### src/hdl/rrqs_pkg.sv
// ----------------------------------------------------------------------------
// rrqs_pkg
// types and constants shared by the round-robin quantum scheduler
// ----------------------------------------------------------------------------
`timescale 1ns / 1ps

package rrqs_pkg;

    localparam int THREAD_W    = 4;
    localparam int MAX_THREADS = 2 ** THREAD_W;
    localparam int QUANTUM_W   = 8;
    localparam int TOTAL_W     = 32;

    localparam logic [QUANTUM_W-1:0] QUANTUM_RESET = 8'd12;

    typedef enum logic [1:0] {
        CMD_TICK    = 2'd0,
        CMD_ENQUEUE = 2'd1,
        CMD_DEQUEUE = 2'd2,
        CMD_YIELD   = 2'd3
    } cmd_t;

    typedef enum logic [1:0] {
        ST_OK     = 2'd0,
        ST_EMPTY  = 2'd1,
        ST_DUP    = 2'd2,
        ST_ABSENT = 2'd3
    } status_t;

    typedef struct packed {
        cmd_t                cmd;
        logic [THREAD_W-1:0] thread_id;
    } req_t;

    typedef struct packed {
        logic [THREAD_W-1:0] running_thread;
        logic                switched;
        logic                running;
        status_t             status;
        logic [TOTAL_W-1:0]  total_ticks;
    } rsp_t;

endpackage

### src/hdl/round_robin_quantum_scheduler_top.sv
// ----------------------------------------------------------------------------
// round_robin_quantum_scheduler_top
// round-robin time-slice scheduler over a linked run queue of 16 threads
// path: input register, then the combinational core, then the result register
// throughput: one request per cycle unless rsp_stall backs up, one core pass per command
// reset: asynchronous active-low, empties the queue, clears counters, quantum back to 12
// ----------------------------------------------------------------------------
`timescale 1ns / 1ps

module round_robin_quantum_scheduler_top (
    input  logic                           clk,
    input  logic                           rst_n,
    input  logic                           cfg_we,
    input  logic [rrqs_pkg::QUANTUM_W-1:0] cfg_wdata,
    input  logic                           req_valid,
    output logic                           req_stall,
    input  rrqs_pkg::req_t                 req,
    output logic                           rsp_valid,
    input  logic                           rsp_stall,
    output rrqs_pkg::rsp_t                 rsp
);
    import rrqs_pkg::*;

    logic item_valid;
    req_t item;
    logic room;
    logic fire;
    rsp_t rsp_next;

    assign fire = item_valid && room;

    rrqs_in_reg u_in_reg (
        .clk        (clk),
        .rst_n      (rst_n),
        .req_valid  (req_valid),
        .req_stall  (req_stall),
        .req        (req),
        .take       (fire),
        .item_valid (item_valid),
        .item       (item)
    );

    rrqs_core u_core (
        .clk       (clk),
        .rst_n     (rst_n),
        .cfg_we    (cfg_we),
        .cfg_wdata (cfg_wdata),
        .fire      (fire),
        .item      (item),
        .rsp_next  (rsp_next)
    );

    rrqs_out_reg u_out_reg (
        .clk       (clk),
        .rst_n     (rst_n),
        .load      (fire),
        .rsp_next  (rsp_next),
        .room      (room),
        .rsp_valid (rsp_valid),
        .rsp_stall (rsp_stall),
        .rsp       (rsp)
    );

endmodule

### src/hdl/rrqs_in_reg.sv
// ----------------------------------------------------------------------------
// rrqs_in_reg
// input register: holds one request until the scheduler core takes it
// ----------------------------------------------------------------------------
`timescale 1ns / 1ps

module rrqs_in_reg (
    input  logic          clk,
    input  logic          rst_n,
    input  logic          req_valid,
    output logic          req_stall,
    input  rrqs_pkg::req_t req,
    input  logic          take,
    output logic          item_valid,
    output rrqs_pkg::req_t item
);
    import rrqs_pkg::*;

    logic valid_reg;
    logic valid_next;
    req_t req_reg;
    logic load;

    // a held request may be replaced in the same cycle it is taken
    assign req_stall  = valid_reg && !take;
    assign load       = req_valid && !req_stall;
    assign valid_next = load ? 1'b1 : (take ? 1'b0 : valid_reg);

    always_ff @(posedge clk or negedge rst_n)
    begin
        if (!rst_n)
        begin
            valid_reg <= 1'b0;
        end
        else
        begin
            valid_reg <= valid_next;
        end
    end

    always_ff @(posedge clk)
    begin
        if (load)
        begin
            req_reg <= req;
        end
    end

    assign item_valid = valid_reg;
    assign item       = req_reg;

endmodule

### src/hdl/rrqs_core.sv
// ----------------------------------------------------------------------------
// rrqs_core
// run queue links, slice counters and tick logic; commits one request per fire
// ----------------------------------------------------------------------------
`timescale 1ns / 1ps

module rrqs_core (
    input  logic                             clk,
    input  logic                             rst_n,
    input  logic                             cfg_we,
    input  logic [rrqs_pkg::QUANTUM_W-1:0]   cfg_wdata,
    input  logic                             fire,
    input  rrqs_pkg::req_t                   item,
    output rrqs_pkg::rsp_t                   rsp_next
);
    import rrqs_pkg::*;

    logic [QUANTUM_W-1:0] quantum_reg;

    logic [THREAD_W-1:0]  next_link_reg [MAX_THREADS];
    logic [THREAD_W-1:0]  prev_link_reg [MAX_THREADS];
    logic [QUANTUM_W-1:0] slice_count_reg [MAX_THREADS];

    logic [MAX_THREADS-1:0] queued_mask_reg, queued_mask_next;
    logic [THREAD_W-1:0]    head_reg, head_next;
    logic [THREAD_W-1:0]    tail_reg, tail_next;
    logic [THREAD_W-1:0]    current_reg, current_next;
    logic                   started_reg, started_next;
    logic [TOTAL_W-1:0]     total_reg, total_next;

    // one read and one write port per link array
    logic [THREAD_W-1:0]  nl_raddr, nl_rdata, pl_rdata;
    logic                 nl_we, pl_we;
    logic [THREAD_W-1:0]  nl_waddr, nl_wdata, pl_waddr, pl_wdata;
    logic                 sc_we;
    logic [QUANTUM_W-1:0] sc_wdata;

    logic [QUANTUM_W-1:0] slice_cur;
    logic [QUANTUM_W:0]   slice_inc;
    logic                 queue_empty;
    logic                 id_queued;
    logic                 cur_queued;
    logic [THREAD_W-1:0]  succ;
    logic                 switched;
    status_t              status;

    assign queue_empty = (queued_mask_reg == '0);
    assign id_queued   = queued_mask_reg[item.thread_id];
    assign cur_queued  = queued_mask_reg[current_reg];
    assign slice_cur   = slice_count_reg[current_reg];
    assign slice_inc   = {1'b0, slice_cur} + {{QUANTUM_W{1'b0}}, 1'b1};

    assign nl_raddr = (item.cmd == CMD_TICK) ? current_reg : item.thread_id;
    assign nl_rdata = next_link_reg[nl_raddr];
    assign pl_rdata = prev_link_reg[item.thread_id];

    // successor of the current thread, wrapping to the head
    assign succ = (!cur_queued || current_reg == tail_reg) ? head_reg : nl_rdata;

    always_comb
    begin
        queued_mask_next = queued_mask_reg;
        head_next        = head_reg;
        tail_next        = tail_reg;
        current_next     = current_reg;
        started_next     = started_reg;
        total_next       = total_reg;
        nl_we            = 1'b0;
        nl_waddr         = tail_reg;
        nl_wdata         = item.thread_id;
        pl_we            = 1'b0;
        pl_waddr         = item.thread_id;
        pl_wdata         = tail_reg;
        sc_we            = 1'b0;
        sc_wdata         = slice_inc[QUANTUM_W-1:0];
        switched         = 1'b0;
        status           = ST_OK;

        unique case (item.cmd)
            CMD_TICK:
            begin
                if (!started_reg)
                begin
                    if (queue_empty)
                    begin
                        status = ST_EMPTY;
                    end
                    else
                    begin
                        current_next = head_reg;
                        started_next = 1'b1;
                        switched     = 1'b1;
                    end
                end
                else
                begin
                    total_next = total_reg + {{(TOTAL_W-1){1'b0}}, 1'b1};
                    sc_we      = 1'b1;
                    if (slice_inc > {1'b0, quantum_reg})
                    begin
                        sc_wdata = '0;
                        if (!queue_empty && succ != current_reg)
                        begin
                            current_next = succ;
                            switched     = 1'b1;
                        end
                    end
                end
            end
            CMD_ENQUEUE:
            begin
                if (id_queued)
                begin
                    status = ST_DUP;
                end
                else
                begin
                    if (queue_empty)
                    begin
                        head_next = item.thread_id;
                    end
                    else
                    begin
                        nl_we = 1'b1;
                        pl_we = 1'b1;
                    end
                    tail_next                         = item.thread_id;
                    queued_mask_next[item.thread_id]  = 1'b1;
                end
            end
            CMD_DEQUEUE:
            begin
                if (!id_queued)
                begin
                    status = ST_ABSENT;
                end
                else
                begin
                    if (item.thread_id == head_reg && item.thread_id == tail_reg)
                    begin
                        head_next = '0;
                        tail_next = '0;
                    end
                    else if (item.thread_id == head_reg)
                    begin
                        head_next = nl_rdata;
                    end
                    else if (item.thread_id == tail_reg)
                    begin
                        tail_next = pl_rdata;
                    end
                    else
                    begin
                        // unlink from the middle of the queue
                        nl_we    = 1'b1;
                        nl_waddr = pl_rdata;
                        nl_wdata = nl_rdata;
                        pl_we    = 1'b1;
                        pl_waddr = nl_rdata;
                        pl_wdata = pl_rdata;
                    end
                    queued_mask_next[item.thread_id] = 1'b0;
                end
            end
            CMD_YIELD:
            begin
                sc_we    = 1'b1;
                sc_wdata = quantum_reg;
            end
        endcase
    end

    assign rsp_next.running_thread = current_next;
    assign rsp_next.switched       = switched;
    assign rsp_next.running        = started_next;
    assign rsp_next.status         = status;
    assign rsp_next.total_ticks    = total_next;

    always_ff @(posedge clk or negedge rst_n)
    begin
        if (!rst_n)
        begin
            quantum_reg <= QUANTUM_RESET;
        end
        else if (cfg_we)
        begin
            quantum_reg <= cfg_wdata;
        end
    end

    always_ff @(posedge clk or negedge rst_n)
    begin
        if (!rst_n)
        begin
            queued_mask_reg <= '0;
            head_reg        <= '0;
            tail_reg        <= '0;
            current_reg     <= '0;
            started_reg     <= 1'b0;
            total_reg       <= '0;
        end
        else if (fire)
        begin
            queued_mask_reg <= queued_mask_next;
            head_reg        <= head_next;
            tail_reg        <= tail_next;
            current_reg     <= current_next;
            started_reg     <= started_next;
            total_reg       <= total_next;
        end
    end

    always_ff @(posedge clk or negedge rst_n)
    begin
        if (!rst_n)
        begin
            for (int i = 0; i < MAX_THREADS; i++)
            begin
                slice_count_reg[i] <= '0;
            end
        end
        else if (fire && sc_we)
        begin
            slice_count_reg[current_reg] <= sc_wdata;
        end
    end

    // links carry no reset, an entry is only read after it was written
    always_ff @(posedge clk)
    begin
        if (fire && nl_we)
        begin
            next_link_reg[nl_waddr] <= nl_wdata;
        end
        if (fire && pl_we)
        begin
            prev_link_reg[pl_waddr] <= pl_wdata;
        end
    end

endmodule

### src/hdl/rrqs_out_reg.sv
// ----------------------------------------------------------------------------
// rrqs_out_reg
// result register: holds one response until the consumer takes it
// ----------------------------------------------------------------------------
`timescale 1ns / 1ps

module rrqs_out_reg (
    input  logic           clk,
    input  logic           rst_n,
    input  logic           load,
    input  rrqs_pkg::rsp_t rsp_next,
    output logic           room,
    output logic           rsp_valid,
    input  logic           rsp_stall,
    output rrqs_pkg::rsp_t rsp
);
    import rrqs_pkg::*;

    logic valid_reg;
    logic valid_next;
    rsp_t rsp_reg;

    assign room       = !valid_reg || !rsp_stall;
    assign valid_next = load ? 1'b1 : (room ? 1'b0 : valid_reg);

    always_ff @(posedge clk or negedge rst_n)
    begin
        if (!rst_n)
        begin
            valid_reg <= 1'b0;
        end
        else
        begin
            valid_reg <= valid_next;
        end
    end

    always_ff @(posedge clk)
    begin
        if (load)
        begin
            rsp_reg <= rsp_next;
        end
    end

    assign rsp_valid = valid_reg;
    assign rsp       = rsp_reg;

endmodule

### config.mk
export PLATFORM = sky130hd
export DESIGN_NAME = round_robin_quantum_scheduler_top
export DESIGN_NICKNAME = d
export VERILOG_FILES = /design/src/hdl/rrqs_pkg.sv /design/src/hdl/round_robin_quantum_scheduler_top.sv /design/src/hdl/rrqs_in_reg.sv /design/src/hdl/rrqs_core.sv /design/src/hdl/rrqs_out_reg.sv
export SDC_FILE = /design/constraint.sdc
export NUM_CORES = 1
export LEC_CHECK = 0
export ABC_AREA = 1
export BUFFER_PORTS_ARGS = -buffer_cell sky130_fd_sc_hd__buf_2
export CORE_MARGIN = 1.5
export CORE_UTILIZATION = 25
export CTS_CLUSTER_DIAMETER = 50
export CTS_CLUSTER_SIZE = 8
export DETAILED_ROUTE_END_ITERATION = 6
export SLEW_MARGIN = 20
export SYNTH_ARGS = -nofsm -noshare
export SYNTH_HDL_FRONTEND = slang
export SYNTH_SLANG_ARGS = --single-unit
export TNS_END_PERCENT = 5
### constraint.sdc
create_clock -name clk -period 8.1 [get_ports clk]
set_input_delay 1.215 -clock clk [delete_from_list [all_inputs] [get_ports clk]]
set_output_delay 1.215 -clock clk [all_outputs]
set_load 0.1 [all_outputs]
## After elaboration in Yosys (flattened, before gate mapping)

Memory sizes are Yosys's and may differ from the RTL's. A register that Yosys moved wholly into a read port is not among the register bits.
Cells that the tools add are included.

| storage, ports and cells | value |
|---|---|
| bits in registers | 245 |
| output and inout port bits | 42 |
| memories kept | 2 |
| input bits | 19 |
| bits in writable memories | 128 |

Memory list:

| memory | depth | bits a word | rd ports | clocked after memory_dff | write ports | line | text |
|---|---|---|---|---|---|---|---|
| u_core.next_link_reg | 16 | 4 | 1 | 0 | 1 | rrqs_core.sv:20 | `logic [THREAD_W-1:0] next_link_reg [MAX_THREADS];` |
| u_core.prev_link_reg | 16 | 4 | 1 | 1 | 1 | rrqs_core.sv:21 | `logic [THREAD_W-1:0] prev_link_reg [MAX_THREADS];` |

| operators by class | value |
|---|---|
| equality and inequality tests | 13 |
| reduce and logical (&&, ||, !) cells | 25 |
| bitwise operators | 4 |
| $add $sub $neg | 2 |
| mux-type cells | 75 |
| $lt $le $gt $ge | 6 |

Operators with widths:

| kind | number |
|---|---|
| $bwmux W128 | 1 |
| $mux W4 | 28 |
| $mux W32 | 2 |
| $mux W8 | 5 |
| $add A32 B1 Y32 const B | 1 |
| $bmux W8 S4 | 1 |
| $demux W8 S4 | 1 |
| $mux W16 | 2 |
| $pmux W16 S2 | 1 |
| $mux W1 | 22 |
| $and A16 B16 Y16 | 1 |
| $logic_not A16 Y1 | 1 |
| $not A16 Y16 | 1 |
| $or A16 B16 Y16 | 1 |
| $pmux W4 S2 | 2 |
| $pmux W8 S2 | 1 |
| $eq A4 B4 Y1 | 3 |
| $reduce_and A6 Y1 | 2 |
| $lt A4 B5 Y1 const B | 2 |
| $add A8 B1 Y9 const B | 1 |
| $gt A9 B8 Y1 | 1 |
| $logic_and A1 B1 Y1 | 9 |
| $bmux W1 S4 | 2 |
| $logic_not A1 Y1 | 6 |
| other kinds (19) | 28 |

## Depth between registers and ports, before layout

| depth | value |
|---|---|
| word-level depth | 11 |
| gate-level depth with buffers | 29 |
| depth with buffers taken out | 27 |

## By module

From an unflattened synthesis, not the netlist that was laid out.

| second synthesis, totals | value |
|---|---|
| cells, all modules | 2040 |
| area total of the unflattened synthesis | 18107.4 um^2 |

Modules (own cells, without submodules):

| module | area an instance (um^2) | cells each | times used |
|---|---|---|---|
| rrqs_core | 16619.7 | 1981 | 1 |
| rrqs_out_reg | 1242.4 | 44 | 1 |
| rrqs_in_reg | 237.7 | 13 | 1 |
| round_robin_quantum_scheduler_top | 7.5 | 2 | 1 |

## Worst setup path before layout

No wires, ideal clock.

| timing | value |
|---|---|
| path kind | register to register |
| from | register u_core.current_reg[1] |
| to | register u_core.slice_count_reg[17] (netlist name) |
| data required time | 7.970 ns |
| cell stages (with the launch flop) | 28 |
| period minus slack after synthesis | 4.187 ns |
| arrival | 4.057 ns |
| path slack | 3.913 ns |
| cell sequence | dfrtp_1 -> inv_2 -> nor2_4 -> inv_1 -> clkbuf_1 -> o22ai_1 -> o21ai_0 -> nand2_1 -> nor2_1 -> inv_1 -> ha_1 -> nand2_2 -> nor2_4 -> xnor2_1 -> inv_1 -> ha_1 -> nand2_1 -> nor3_1 -> o21ai_0 -> a21boi_0 -> o21ai_0 -> nand2_1 -> nand2_2 -> a21oi_4 -> o22ai_4 -> buf_6 -> nand2_1 -> o21ai_1 |

| on the way | value |
|---|---|
| cells in the longest elaborated chain, start to end | 10 |
| elaborated cells on any way between the ends | 15 |
| classes of those cells | add/sub: 1; order compare: 3; mux: 9; bitwise: 1; reduce/logical: 1 |

RTL lines:

| what | line | text |
|---|---|---|
| start: declaration | rrqs_core.sv:27 | `logic [THREAD_W-1:0] current_reg, current_next;` |
| start signal: assignment | rrqs_core.sv:207 | `current_reg <= current_next;` |
| $not A4 Y5 (implied by the code) (*) | rrqs_core.sv:50, rrqs_core.sv:224 |  |
| $bmux W8 S4 | rrqs_core.sv:50 | `assign slice_cur = slice_count_reg[current_reg];` |
| $mux W8 (implied by the code) (2 in series) | rrqs_core.sv:50 |  |
| $add A8 B1 Y9 | rrqs_core.sv:51 | `assign slice_inc = {1'b0, slice_cur} + {{QUANTUM_W{1'b0}}, 1'b1};` |
| $gt A9 B8 Y1 | rrqs_core.sv:99 | `if (slice_inc > {1'b0, quantum_reg})` |
| $mux W8 | rrqs_core.sv:99 |  |
| $mux W8 | rrqs_core.sv:82 | `if (!started_reg)` |
| $pmux W8 S2 | rrqs_core.sv:79 | `unique case (item.cmd)` |
| $bwmux W128 (*) | rrqs_core.sv:224 | `slice_count_reg[current_reg] <= sc_wdata;` |
| end signal: indexed assignment | rrqs_core.sv:224 |  |
| end: declaration | rrqs_core.sv:22 | `logic [QUANTUM_W-1:0] slice_count_reg [MAX_THREADS];` |

Mark *: on every way between the ends. The rest lies on a longest branch, timed or not. The select of a mux whose other input is x is not followed.
A chain may end at the register's enable or synchronous reset.

## Worst setup path after layout

| timing | value |
|---|---|
| from | register u_core.current_reg[1] |
| to | register u_core.slice_count_reg[63] (netlist name) |

The elaborated chain is that of the path after synthesis.

==> out/metrics.csv <==
metric;value;unit
place_area;19460;sq um
cts.sinks;377;
synth_cells;2044;
critPathSlowestCell;dfrtp_1;
synth_seq_cells;377;
drive_above_1_share;0.08509;
die_y;272.9;microns
critical_path.max_fanout;21;
tritoncts;done;
grt_max_degree;85;
wl_per_cell;14.88;microns
cp_common_cell;nand2_1;
fin_area;21080;sq um
avgSynthCellArea;8.913;sq um
rows;98;
power_density;319.1;nW/um^2
synth_nets;2077;
worstMarginPinSlew;0.9824;ns
drt_iter0_drc;1187;
hold_viol;0;
path_buf_inv;5;
skew;0.04195;ns
place.gp.congestion;0.8468;
clk_pin_slew;0.05;ns
multi_input_comb_area;6476;sq um
rsz0062_at_grt;no;
io-pin-count;61;
status;finished clean;
peakVddDrop;0.0001739;V
die_x;272.9;microns
fmax;0.1764;GHz
finalMaxSlewViolations;0;
port_buffers;60;
p_total;6725;uW
critPathKind;flop to flop;
nFillCells;7630;
cts_buffers;54;
synth_common_cells;nand2_1, inv_1, dfrtp_1, edfxtp_1, nor2_1;
synth_area_leaders;edfxtp_1, dfrtp_1, nand2_1, inv_1, o21ai_0;
worst_hold_slack;0.4798;ns
critPathTopFamily;compound AO/OA/AOI/OAI gates;
area_delta_synth_final;15.69;%
vias;13850;
yosysTopAreaCellShare;0.2868;
largest_reg_flops;128;
grt_overflow;0;
cts-root-buf;clkbuf_16;
dp_hpwl;31.24;mm
worstSkewPairLatency;0.62;ns
required;8.56;ns
coreArea;71850;sq um
yosysSeqAreaShare;0.5647;
start_util;0.2535;
synth_flop_cell;dfrtp_1;
antenna_left;0;
setup_viol;0;
dr.pass1.iters;5;
h-tree-depth;2;
viasPerCell;4.482;
async_flop_share;0.5279;
die-area;74500;sq um
p_leak;0.009411;uW
grt_pass1_wl;74.02;mm
syn-cell-area;18220;sq um
cts_setup_buffers;0;
grtUsageTotal;0.1235;
setup_tns;0;ns
grt_pass1_vias;13540;
hold_path.class;flop to flop;
insertedDiodeCount;0;
yosys.area.top_type;edfxtp_1;
synth_edf_count;174;
hold_buffers;0;
synth.distinct_cells;46;
fin_crit_sh;0.6998;
synthMostInstantiatedCell;nand2_1;
regArea;10290;sq um
totalWireLength;45.97;mm
cp-start-kind;flop;
min_period;5.668;ns
antenna_found_initial;2;
slowest_delay;0.75;ns
post_cts_resized;0;
nets;2136;
max-cap-violations;0;
ys_warn_count;0;
arrival;6.13;ns
drc_errors;0;
cts_max_path_buffers;3;
cp-end-kind;flop;
maxSlewHeadroom;0.3426;
==> power breakdown <==
group	total [uW]	internal [uW]	switching, uW
Sequential	2570	2350	216
Clock	2140	1290	855
Combinational	2010	540	1470
Total	6730	4180	2550
==> worst min-delay path, delay by kind of cell, from the launching register on <==
family / cells / cell delay, ns
simple gates: 2 / 0.10
flops: 1 / 0.34
==> per-stage QoR <==
stage / worst slack (ns) / utilization / std cells
floorplan: 3.913 / - / 2044
global placement: 2.665 / 0.2708 / 2997
detailed placement: 2.535 / 0.2708 / 2997
CTS: 2.478 / 0.2933 / 3089
global route: 1.841 / 0.2933 / 3089
finish: 2.432 / 0.2933 / 3089
==> layer usage <==
layer | track usage | wire (microns) | vias to the layer above
met1 | 0.1732 | 21790 | 6553
met5 | 0 | 0 | -
met3 | 0.01951 | 2452 | 86
li1 | - | - | 6827
met4 | 0.03678 | 1061 | 0
met2 | 0.1954 | 20670 | 379
==> layout by cell type (no fill, tap or decap), drive strengths merged, types with 49 or more instances in the layout <==
master,instances
clkbuf,88
edfxtp,174
nor2,118
dfrtp,197
a21oi,50
a22oi,49
o21ai,147
nand3,102
buf,80
inv,277
nand2,638
==> cell families after synthesis <==
family	Yosys count	share of synthesized area
flops	377	0.5647
simple gates	917	0.2076
xor+xnor	40	0.01923
compound gates	324	0.1096
mux	16	0.008791
fa+ha+maj	14	0.009615
buf+inv	356	0.08043
==> area by class of cell <==
type	instances	share of cell area
clock inverters	5	0.005462
inverters	278	0.04963
flip-flops and latches	377	0.4881
clock buffers	87	0.07094
well taps	950	0.05640
repair buffers	81	0.02214
multi-input cells	1311	0.3073
==> worst paths after layout <==
| check | start | to | slack [ns] | cells past startpoint |
|---|---|---|---|---|
| setup reg to reg | u_core.current_reg[1]$_DFFE_PN0P_ | u_core.slice_count_reg[63]$_DFFE_PN0P_ | 2.43 | 26 |
| hold / removal | u_core.slice_count_reg[54]$_DFFE_PN0P_ | u_core.slice_count_reg[54]$_DFFE_PN0P_ | 0.48 | 2 |
| hold reg to reg | u_core.slice_count_reg[54]$_DFFE_PN0P_ | u_core.slice_count_reg[54]$_DFFE_PN0P_ | 0.48 | 2 |
| setup / recovery | u_core.current_reg[1]$_DFFE_PN0P_ | u_core.slice_count_reg[63]$_DFFE_PN0P_ | 2.43 | 26 |
| max in group asynchronous | rst_n | u_core.total_reg[0]$_DFFE_PN0P_ | 6.15 | 2 |
| min in group asynchronous | rst_n | u_core.slice_count_reg[71]$_DFFE_PN0P_ | 0.64 | 1 |
No activity file was read; power rests on OpenSTA's default activity.
